--- config.mk ---
export PLATFORM = sky130hd
export DESIGN_NAME = rgb_hue_rotate_core
export DESIGN_NICKNAME = d
export VERILOG_FILES = /design/src/hrot_pkg.sv /design/src/hrot_front.sv /design/src/hrot_div.sv /design/src/hrot_hue.sv /design/src/hrot_back.sv /design/src/rgb_hue_rotate_core.sv
export SDC_FILE = /design/constraint.sdc
export NUM_CORES = 2
export LEC_CHECK = 0
export ABC_CLOCK_PERIOD_IN_PS = 75100
export BUFFER_PORTS_ARGS = -buffer_cell sky130_fd_sc_hd__buf_2
export CORE_UTILIZATION = 50
export CTS_CLUSTER_SIZE = 40
export DETAILED_ROUTE_END_ITERATION = 16
export PLACE_DENSITY = 0.69
export SYNTH_ARGS = -nofsm -noshare
export SYNTH_HDL_FRONTEND = slang
export SYNTH_HIERARCHICAL = 1
export SYNTH_SLANG_ARGS = --single-unit
--- constraint.sdc ---
create_clock -name clk -period 75.1 [get_ports clk]
set_input_delay 3.755 -clock clk [delete_from_list [all_inputs] [get_ports clk]]
set_output_delay 3.755 -clock clk [all_outputs]
set_load 0.05 [all_outputs]
--- src/hrot_pkg.sv ---
// Shared types and constants for the RGB hue rotation pipeline.
// No dependencies; used by every module under src except hrot_div.
`default_nettype none
package hrot_pkg;

  localparam int FRAC_BITS_DEF = 16;
  localparam int DEG60         = 960;
  localparam int DEG360        = 5760;
  localparam int SHIFT_W       = 14;   // hue_shift port width
  localparam int SHMOD_W       = 13;   // reduced shift, 0..5759
  localparam int A_W           = 18;   // 960 * |num|
  localparam int CH_W          = 8;

  typedef enum logic [1:0] {
    BASE_RED   = 2'd0,
    BASE_GREEN = 2'd1,
    BASE_BLUE  = 2'd2
  } base_sel_t;

  // side data riding with the hue divider
  typedef struct packed {
    logic [CH_W-1:0] mn;
    logic [CH_W-1:0] delta;
    base_sel_t       sel;
    logic            neg;
  } front_side_t;

  // side data riding with the divide-by-15 pipe
  typedef struct packed {
    logic [CH_W-1:0] mn;
    logic [CH_W-1:0] c;
    logic [2:0]      k;
  } back_side_t;

endpackage
`default_nettype wire

--- src/hrot_front.sv ---
// Input stage: max, min, delta and hue numerator of one pixel.
// Depends on hrot_pkg.
`default_nettype none
module hrot_front (
  input  wire logic                     clk,
  input  wire logic                     rst,
  input  wire logic                     en,
  input  wire logic                     valid_in,
  input  wire logic [7:0]               r,
  input  wire logic [7:0]               g,
  input  wire logic [7:0]               b,
  output logic                          valid,
  output hrot_pkg::front_side_t         side,
  output logic [hrot_pkg::A_W-1:0]      num_a
);

  logic [7:0] mx, mn, an;
  logic       ng;
  hrot_pkg::base_sel_t sel;

  always_comb begin
    mx = r;
    mn = r;
    if (g > mx) mx = g;
    if (b > mx) mx = b;
    if (g < mn) mn = g;
    if (b < mn) mn = b;
    if (mx == r) begin
      sel = hrot_pkg::BASE_RED;
      ng  = g < b;
      an  = ng ? b - g : g - b;
    end else if (mx == g) begin
      sel = hrot_pkg::BASE_GREEN;
      ng  = b < r;
      an  = ng ? r - b : b - r;
    end else begin
      sel = hrot_pkg::BASE_BLUE;
      ng  = r < g;
      an  = ng ? g - r : r - g;
    end
  end

  always_ff @(posedge clk) begin
    if (rst) begin
      valid <= 1'b0;
    end else if (en) begin
      valid <= valid_in;
    end
    if (en) begin
      side.mn    <= mn;
      side.delta <= mx - mn;
      side.sel   <= sel;
      side.neg   <= ng;
      num_a      <= hrot_pkg::A_W'(an) * hrot_pkg::A_W'(hrot_pkg::DEG60);
    end
  end

endmodule
`default_nettype wire

--- src/hrot_div.sv ---
// Pipelined restoring divider, one quotient bit per register stage.
// Depends on nothing but its parameters; carries an opaque side vector.
`default_nettype none
module hrot_div #(
  parameter int NW = 34,
  parameter int DW = 8,
  parameter int QW = 26,
  parameter int SW = 19
) (
  input  wire logic          clk,
  input  wire logic          rst,
  input  wire logic          en,
  input  wire logic          valid_in,
  input  wire logic [NW-1:0] dividend,
  input  wire logic [DW-1:0] divisor,
  input  wire logic [SW-1:0] side_in,
  output logic               valid,
  output logic [QW-1:0]      quot,
  output logic [SW-1:0]      side
);

  logic          v_r   [NW];
  logic [NW-1:0] n_r   [NW];
  logic [DW-1:0] d_r   [NW];
  logic [DW-1:0] rem_r [NW];
  logic [QW-1:0] q_r   [NW];
  logic [SW-1:0] s_r   [NW];

  for (genvar j = 0; j < NW; j++) begin : g_stage
    logic          v_p;
    logic [NW-1:0] n_p;
    logic [DW-1:0] d_p;
    logic [DW-1:0] rem_p;
    logic [QW-1:0] q_p;
    logic [SW-1:0] s_p;
    logic [DW:0]   trial;
    logic          ge;

    if (j == 0) begin : g_first
      assign v_p   = valid_in;
      assign n_p   = dividend;
      assign d_p   = divisor;
      assign rem_p = '0;
      assign q_p   = '0;
      assign s_p   = side_in;
    end else begin : g_next
      assign v_p   = v_r[j-1];
      assign n_p   = n_r[j-1];
      assign d_p   = d_r[j-1];
      assign rem_p = rem_r[j-1];
      assign q_p   = q_r[j-1];
      assign s_p   = s_r[j-1];
    end

    assign trial = {rem_p, n_p[NW-1]};
    assign ge    = trial >= {1'b0, d_p};

    always_ff @(posedge clk) begin
      if (rst) begin
        v_r[j] <= 1'b0;
      end else if (en) begin
        v_r[j] <= v_p;
      end
      if (en) begin
        n_r[j]   <= n_p << 1;
        d_r[j]   <= d_p;
        rem_r[j] <= ge ? DW'(trial - {1'b0, d_p}) : trial[DW-1:0];
        q_r[j]   <= {q_p[QW-2:0], ge};
        s_r[j]   <= s_p;
      end
    end
  end

  assign valid = v_r[NW-1];
  assign quot  = q_r[NW-1];
  assign side  = s_r[NW-1];

endmodule
`default_nettype wire

--- src/hrot_hue.sv ---
// Hue assembly, shift, sextant split and chroma product (four stages).
// Depends on hrot_pkg.
`default_nettype none
module hrot_hue #(
  parameter int FRAC_BITS = hrot_pkg::FRAC_BITS_DEF
) (
  input  wire logic                          clk,
  input  wire logic                          rst,
  input  wire logic                          en,
  input  wire logic                          valid_in,
  input  wire logic [FRAC_BITS+9:0]          t,
  input  wire hrot_pkg::front_side_t         side_in,
  input  wire logic [hrot_pkg::SHMOD_W-1:0]  sh_mod,
  output logic                               valid,
  output logic [FRAC_BITS+11:0]              y,
  output hrot_pkg::back_side_t               side
);

  localparam int HW = FRAC_BITS + 13;
  localparam int GW = FRAC_BITS + 10;
  localparam logic [HW-1:0] FULL = HW'(hrot_pkg::DEG360) << FRAC_BITS;
  localparam logic [HW-1:0] SEXT = HW'(hrot_pkg::DEG60) << FRAC_BITS;

  logic [3:0]            v;
  logic [HW-1:0]         h0, h1;
  logic [GW-1:0]         gsel;
  logic [2:0]            k2;
  logic [hrot_pkg::CH_W-1:0] mn [4];
  logic [hrot_pkg::CH_W-1:0] c  [4];
  logic [2:0]            k3;

  logic [HW-1:0] base, h0_next, h1_next, f;
  logic [HW:0]   h1_sum;
  logic [2:0]    k_next;

  always_comb begin
    case (side_in.sel)
      hrot_pkg::BASE_GREEN: base = HW'(1920) << FRAC_BITS;
      hrot_pkg::BASE_BLUE:  base = HW'(3840) << FRAC_BITS;
      default:              base = '0;
    endcase
    if (side_in.neg) h0_next = ((base == '0) ? FULL : base) - HW'(t);
    else             h0_next = base + HW'(t);
    if (h0_next >= FULL) h0_next = h0_next - FULL;
    if (side_in.delta == '0) h0_next = '0;

    // hue and shift are each below one turn, so the sum needs one extra bit
    h1_sum  = {1'b0, h0} + ((HW+1)'(sh_mod) << FRAC_BITS);
    h1_next = (h1_sum >= {1'b0, FULL}) ? HW'(h1_sum - {1'b0, FULL}) : h1_sum[HW-1:0];

    if      (h1 >= HW'(5) * SEXT) k_next = 3'd5;
    else if (h1 >= HW'(4) * SEXT) k_next = 3'd4;
    else if (h1 >= HW'(3) * SEXT) k_next = 3'd3;
    else if (h1 >= HW'(2) * SEXT) k_next = 3'd2;
    else if (h1 >= SEXT)          k_next = 3'd1;
    else                          k_next = 3'd0;
    f = h1 - HW'(k_next) * SEXT;
  end

  always_ff @(posedge clk) begin
    if (rst) begin
      v <= '0;
    end else if (en) begin
      v <= {v[2:0], valid_in};
    end
    if (en) begin
      h0    <= h0_next;
      mn[0] <= side_in.mn;
      c[0]  <= side_in.delta;
      h1    <= h1_next;
      mn[1] <= mn[0];
      c[1]  <= c[0];
      k2    <= k_next;
      gsel  <= k_next[0] ? GW'(SEXT - f) : GW'(f);
      mn[2] <= mn[1];
      c[2]  <= c[1];
      y     <= (FRAC_BITS+12)'((GW+8)'(c[2]) * (GW+8)'(gsel) >> 6);
      k3    <= k2;
      mn[3] <= mn[2];
      c[3]  <= c[2];
    end
  end

  assign valid   = v[3];
  assign side.mn = mn[3];
  assign side.c  = c[3];
  assign side.k  = k3;

endmodule
`default_nettype wire

--- src/hrot_back.sv ---
// Divide by 15 through a reciprocal product, channel rebuild from chroma, x
// and offset, rounding and the output register. Depends on hrot_pkg.
`default_nettype none
module hrot_back #(
  parameter int FRAC_BITS = hrot_pkg::FRAC_BITS_DEF
) (
  input  wire logic                  clk,
  input  wire logic                  rst,
  input  wire logic                  en,
  input  wire logic                  valid_in,
  input  wire logic [FRAC_BITS+11:0] y,
  input  wire hrot_pkg::back_side_t  side_in,
  output logic                       valid,
  output logic [7:0]                 r,
  output logic [7:0]                 g,
  output logic [7:0]                 b
);

  localparam int VW = FRAC_BITS + 10;
  localparam logic [VW-1:0] HALF = VW'(1) << (FRAC_BITS - 1);

  // x = floor(y / 15) = floor(y * RECIP >> SH); exact for y <= 3825 << FRAC_BITS
  localparam int YW = FRAC_BITS + 12;
  localparam int YL = YW / 2;
  localparam int YH = YW - YL;
  localparam int SH = FRAC_BITS + 16;
  localparam int MW = SH - 3;
  localparam int PW = YW + MW;
  localparam int XW = FRAC_BITS + 8;
  localparam logic [MW-1:0] RECIP = MW'(((64'd1 << SH) + 64'd14) / 64'd15);

  logic                 va, vb;
  logic [YL+MW-1:0]     pl;
  logic [YH+MW-1:0]     ph;
  hrot_pkg::back_side_t side_a, side_b;
  logic [XW-1:0]        x;
  logic [PW-1:0]        prod;

  logic [VW-1:0] cf, xf, mf;
  logic [VW-1:0] ch [3];
  logic [7:0]    res [3];

  always_comb begin
    prod = PW'(pl) + (PW'(ph) << YL);

    cf = VW'(side_b.c) << FRAC_BITS;
    xf = VW'(x);
    mf = VW'(side_b.mn) << FRAC_BITS;
    case (side_b.k)
      3'd0:    begin ch[0] = cf; ch[1] = xf; ch[2] = '0; end
      3'd1:    begin ch[0] = xf; ch[1] = cf; ch[2] = '0; end
      3'd2:    begin ch[0] = '0; ch[1] = cf; ch[2] = xf; end
      3'd3:    begin ch[0] = '0; ch[1] = xf; ch[2] = cf; end
      3'd4:    begin ch[0] = xf; ch[1] = '0; ch[2] = cf; end
      default: begin ch[0] = cf; ch[1] = '0; ch[2] = xf; end
    endcase
    for (int i = 0; i < 3; i++) begin
      logic [VW-1:0] s;
      s = (ch[i] + mf + HALF) >> FRAC_BITS;
      res[i] = (s > VW'(255)) ? 8'd255 : s[7:0];
    end
  end

  always_ff @(posedge clk) begin
    if (rst) begin
      va    <= 1'b0;
      vb    <= 1'b0;
      valid <= 1'b0;
    end else if (en) begin
      va    <= valid_in;
      vb    <= va;
      valid <= vb;
    end
    if (en) begin
      // split the reciprocal product into two halves of y
      pl     <= (YL+MW)'(y[YL-1:0]) * (YL+MW)'(RECIP);
      ph     <= (YH+MW)'(y[YW-1:YL]) * (YH+MW)'(RECIP);
      side_a <= side_in;
      x      <= prod[SH+XW-1:SH];
      side_b <= side_a;
      r      <= res[0];
      g      <= res[1];
      b      <= res[2];
    end
  end

endmodule
`default_nettype wire

--- src/rgb_hue_rotate_core.sv ---
// Top level of the RGB hue rotation pipeline.
// Depends on hrot_pkg, hrot_front, hrot_div, hrot_hue, hrot_back.
`default_nettype none
//
//  channel   | signals                                   | beat
//  ----------+-------------------------------------------+---------------------
//  pixel in  | in_valid, in_ready, red/green/blue_in     | in_valid & in_ready
//  pixel out | out_valid, out_ready, red/green/blue_out  | out_valid & out_ready
//  config    | hue_shift_we, hue_shift                   | hue_shift_we
//
//  One pixel per clock sustained while the output side takes every beat. The
//  pipe holds 1 input stage, 18 + FRAC_BITS hue divider stages, 4 hue
//  stages, 2 reciprocal stages for the divide by 15 and the output register.
//  The bit-per-stage hue divider sets the depth.
//  Reset clears all valid bits and the shift register (shift 0).
//  A stall holds the whole pipe: every stage advances only while the output
//  register is empty or its beat is taken.
module rgb_hue_rotate_core #(
  parameter int FRAC_BITS = hrot_pkg::FRAC_BITS_DEF
) (
  input  wire logic                          clk,
  input  wire logic                          rst,
  input  wire logic                          in_valid,
  output logic                               in_ready,
  input  wire logic [7:0]                    red_in,
  input  wire logic [7:0]                    green_in,
  input  wire logic [7:0]                    blue_in,
  output logic                               out_valid,
  input  wire logic                          out_ready,
  output logic [7:0]                         red_out,
  output logic [7:0]                         green_out,
  output logic [7:0]                         blue_out,
  input  wire logic                          hue_shift_we,
  input  wire logic [hrot_pkg::SHIFT_W-1:0]  hue_shift
);

  localparam int NW1 = hrot_pkg::A_W + FRAC_BITS;
  localparam int QW1 = FRAC_BITS + 10;
  localparam int NW2 = FRAC_BITS + 12;
  localparam int S1W = $bits(hrot_pkg::front_side_t);

  // Reduced shift, kept in 0..5759 so the hue stage needs a single wrap.
  logic [hrot_pkg::SHMOD_W-1:0] sh_mod;
  logic signed [hrot_pkg::SHIFT_W+1:0] shv, shv_red;

  always_comb begin
    shv = (hrot_pkg::SHIFT_W+2)'(signed'(hue_shift));
    if (shv < -16'sd5760)      shv_red = shv + 16'sd11520;
    else if (shv < 16'sd0)     shv_red = shv + 16'sd5760;
    else if (shv >= 16'sd5760) shv_red = shv - 16'sd5760;
    else                       shv_red = shv;
  end

  always_ff @(posedge clk) begin
    if (rst) begin
      sh_mod <= '0;
    end else if (hue_shift_we) begin
      sh_mod <= shv_red[hrot_pkg::SHMOD_W-1:0];
    end
  end

  // Global advance: hold everything while a finished beat waits.
  logic en;
  assign en       = !out_valid || out_ready;
  assign in_ready = en;

  logic                      f_valid;
  hrot_pkg::front_side_t     f_side;
  logic [hrot_pkg::A_W-1:0]  f_num;

  hrot_front u_front (
    .clk, .rst, .en,
    .valid_in (in_valid && in_ready),
    .r        (red_in),
    .g        (green_in),
    .b        (blue_in),
    .valid    (f_valid),
    .side     (f_side),
    .num_a    (f_num)
  );

  logic                  d1_valid;
  logic [QW1-1:0]        d1_q;
  logic [S1W-1:0]        d1_side;

  // t = (960*|num| << FRAC_BITS) / delta
  hrot_div #(.NW(NW1), .DW(8), .QW(QW1), .SW(S1W)) u_div_hue (
    .clk, .rst, .en,
    .valid_in (f_valid),
    .dividend ({f_num, {FRAC_BITS{1'b0}}}),
    .divisor  (f_side.delta),
    .side_in  (S1W'(f_side)),
    .valid    (d1_valid),
    .quot     (d1_q),
    .side     (d1_side)
  );

  logic                  h_valid;
  logic [NW2-1:0]        h_y;
  hrot_pkg::back_side_t  h_side;

  hrot_hue #(.FRAC_BITS(FRAC_BITS)) u_hue (
    .clk, .rst, .en,
    .valid_in (d1_valid),
    .t        (d1_q),
    .side_in  (hrot_pkg::front_side_t'(d1_side)),
    .sh_mod   (sh_mod),
    .valid    (h_valid),
    .y        (h_y),
    .side     (h_side)
  );

  // x = (c*f >> 6) / 15, i.e. c*f / 960, then rebuild the channels
  hrot_back #(.FRAC_BITS(FRAC_BITS)) u_back (
    .clk, .rst, .en,
    .valid_in (h_valid),
    .y        (h_y),
    .side_in  (h_side),
    .valid    (out_valid),
    .r        (red_out),
    .g        (green_out),
    .b        (blue_out)
  );

  // A waiting beat must freeze the input side.
  a_stall_blocks_input: assert property (@(posedge clk) disable iff (rst)
    out_valid && !out_ready |-> !in_ready)
    else $error("input accepted while output stalled");

  // Reset empties the pipe.
  a_reset_clears: assert property (@(posedge clk)
    rst |=> !out_valid)
    else $error("output valid right after reset");

  // Reduced shift stays within one turn.
  a_shift_range: assert property (@(posedge clk) disable iff (rst)
    sh_mod < hrot_pkg::SHMOD_W'(hrot_pkg::DEG360))
    else $error("reduced hue shift out of range");

endmodule
`default_nettype wire

==> impl_metrics.json <==
{
  "synth.area.top_cells": "edfxtp_1, ha_1, fa_1",
  "tns_ps": 0,
  "cts_setup_buffers": 0,
  "path_class": "in2reg",
  "die_h_um": 475,
  "wl_per_cell_um": 16.8,
  "vias": 57400,
  "drc": 0,
  "core_um2": 222000,
  "drtAntennaViolNets": 0,
  "start_util_pct": 50.3,
  "ff2ff_path_depth": 16,
  "nets": 8614,
  "dr.pass1.iters": 5,
  "reg2reg_from": "u_hue/c[2][4]",
  "cp-end-kind": "flop",
  "synth_top_family_by_area": "adder cells",
  "cap_violations": 0,
  "yosys_warnings": 6,
  "syn_area_per_cell_um2": 15.1,
  "grt_util_all_layers_pct": 16.2,
  "cts-root-buf": "clkbuf_16",
  "synth_mux_area_share_pct": 1.90,
  "gr-total-overflow": 0,
  "synth-async-reset-ratio_pct": 0,
  "worst_slew_pin_slew_ps": 1240,
  "grt_max_degree": 207,
  "area_delta_synth_final_pct": 10.6,
  "yosys_most_used_dff": "edfxtp_1",
  "cp-start-kind": "input port",
  "cts.sinks": 2494,
  "crit_path_max_incr_delay_ps": 640,
  "routed_wirelength_um": 182000,
  "netlist_instances": 7415,
  "hold_viol": 0,
  "timing.rr.end": "u_hue/y[27]",
  "run_status": "completed",
  "cts-buffers-inserted": 238,
  "first_iter_violations": 3984,
  "yosysSeqAreaShare_pct": 66.8,
  "clkLatencyLatePin_ps": 870,
  "hpwl_um": 124000,
  "maxSlewHeadroom_pct": 17.5,
  "synth.most_common_cell": "edfxtp_1",
  "critPathLaunch": "green_in[0]",
  "htreeDepth": 4,
  "routed_via_density": 5.29,
  "cp_max_fo": 17,
  "die-area_um2": 225000,
  "worstPathArrival_ps": 11640,
  "finClkSkew_ps": 55.8,
  "grt_first_pass_wirelength_um": 296000,
  "grt_pass1_vias": 57500,
  "yosysTopAreaCell": "edfxtp_1",
  "setup_viol_count_final": 0,
  "cts_hold_buf": 0,
  "min_path_type": "reg2reg",
  "cts_tree": "yes",
  "io_buffers": 68,
  "gp_congestion": 0.830,
  "synth-xor-area-share_pct": 2.58,
  "reg2reg_slack_ps": 69060,
  "antenna_found_initial": 5,
  "drive_gt1_share_pct": 8.62,
  "ctsResizeCount": 0,
  "io_pins": 69,
  "synth_edf_count": 2473,
  "clkTransAtPathRegs_ps": 60,
  "slowest_stage": "a221oi_4",
  "crit_required_ps": 75710,
  "clk_path_buf_depth": 3,
  "rsz0062_at_grt": "no",
  "endpoint": "u_front/num_a[17]",
  "ys_types": 120,
  "min_period_ps": 11030,
  "die_width_um": 475,
  "synthAdderAreaFrac_pct": 11.7,
  "synth_seq_cells": 2494,
  "fmax_mhz": 90.6,
  "synth_simple_gate_area_share_pct": 6.47,
  "rows": 173,
  "timing.final.crit_share_pct": 14.7,
  "synth_compound_area_share_pct": 7.69,
  "synth_common_cells": "edfxtp_1, inv_1, ha_1, nand2_1, o21ai_0",
  "slew_viol_final": 0,
  "synth_top_area_share_pct": 66.4,
  "synth_area_um2": 112000
}
-- sequential cells by signal, indices dropped and copies added (netlist names), 29 cells and up --
| signal | flops |
|---|---|
| u_hue/mn | 32 |
| u_div_hue/n_r | 561 |
| u_div_hue/v_r | 34 |
| u_hue/h1 | 29 |
| u_div_hue/q_r | 351 |
| u_div_hue/d_r | 264 |
| u_div_hue/rem_r | 264 |
| u_hue/h0 | 29 |
| u_back/ph | 41 |
| u_hue/c | 32 |
| u_div_hue/s_r | 646 |
-- layer usage --
metal  GRT usage (%)  vias to the layer above  routed length (um)
li1                -                    27900                   -
met1            21.6                    28200               81500
met2            27.2                     1026               88900
met3            2.60                      324                6910
met4            5.35                        2                5100
met5               0                        -                  13
-- layout make-up --
type / instances / area, um^2
Fill cell: 17400 / 98600
Sequential cell: 2494 / 74700
Multi-Input combinational cell: 4120 / 34000
Clock buffer: 289 / 6150
Tap cell: 2975 / 3720
Inverter: 719 / 2700
Clock inverter: 158 / 1770
Timing Repair Buffer: 98 / 653
Antenna cell: 4 / 10.0
-- placed cells by master (no fill, tap or decap), types with 203 or more instances in the layout --
cell type,n
o21ai_0,328
nand2_1,378
ha_1,664
edfxtp_1,2473
fa_1,236
nor2_1,216
and2_1,239
inv_1,717
xnor2_1,203
a21oi_1,323
clkbuf_16,238
-- metrics by stage --
stage	utilization, %	setup WS [ps]	area, um^2	cells	hold slack (ps)
CTS	55.6	64070	124000	10900	377
finish	55.6	64070	124000	10900	384
detailed placement	52.1	63170	116000	10400	405
global route	55.6	63510	124000	10900	386
floorplan	-	6270	112000	7435	400
global placement	52.1	63190	116000	10400	400
-- worst max-delay path, delay by kind of cell --
kind | cells | cell delay, ps
compound gates | 14 | 3290
fa+ha+maj | 6 | 2080
buf+inv | 6 | 1080
simple gates | 4 | 670
mux | 2 | 640
xor+xnor | 1 | 90
-- how the worst min path moves through the flow --
| stage | endpoint | startpoint | slack, ps | depth (start not counted) |
|---|---|---|---|---|
| 3_3_place_gp | u_div_hue/s_r[26][7] | u_div_hue/s_r[25][7] | 400 | 0 |
| 4_1_cts | u_back/side_a[2] | u_hue/k3[2] | 380 | 0 |
| 2_1_floorplan | u_back/cf[16] | u_back/side_a[3] | 400 | 0 |
| 6_report | u_back/side_a[2] | u_hue/k3[2] | 380 | 0 |
| 5_1_grt | u_back/side_a[2] | u_hue/k3[2] | 390 | 0 |
| 3_5_place_dp | u_back/cf[22] | u_back/side_a[9] | 400 | 0 |
-- cells by family after synthesis --
logic type	after synthesis
XOR/XNOR	325
other	3
multiplexers	200
buffers and inverters	821
flip-flops	2494
adder cells (fa/ha/maj)	902
AO/OA/AOI/OAI	1280
AND/OR/NAND/NOR	1390
Power is not shown: default switching activity piles up to over one toggle a cycle in this logic, so the estimate is an artifact.
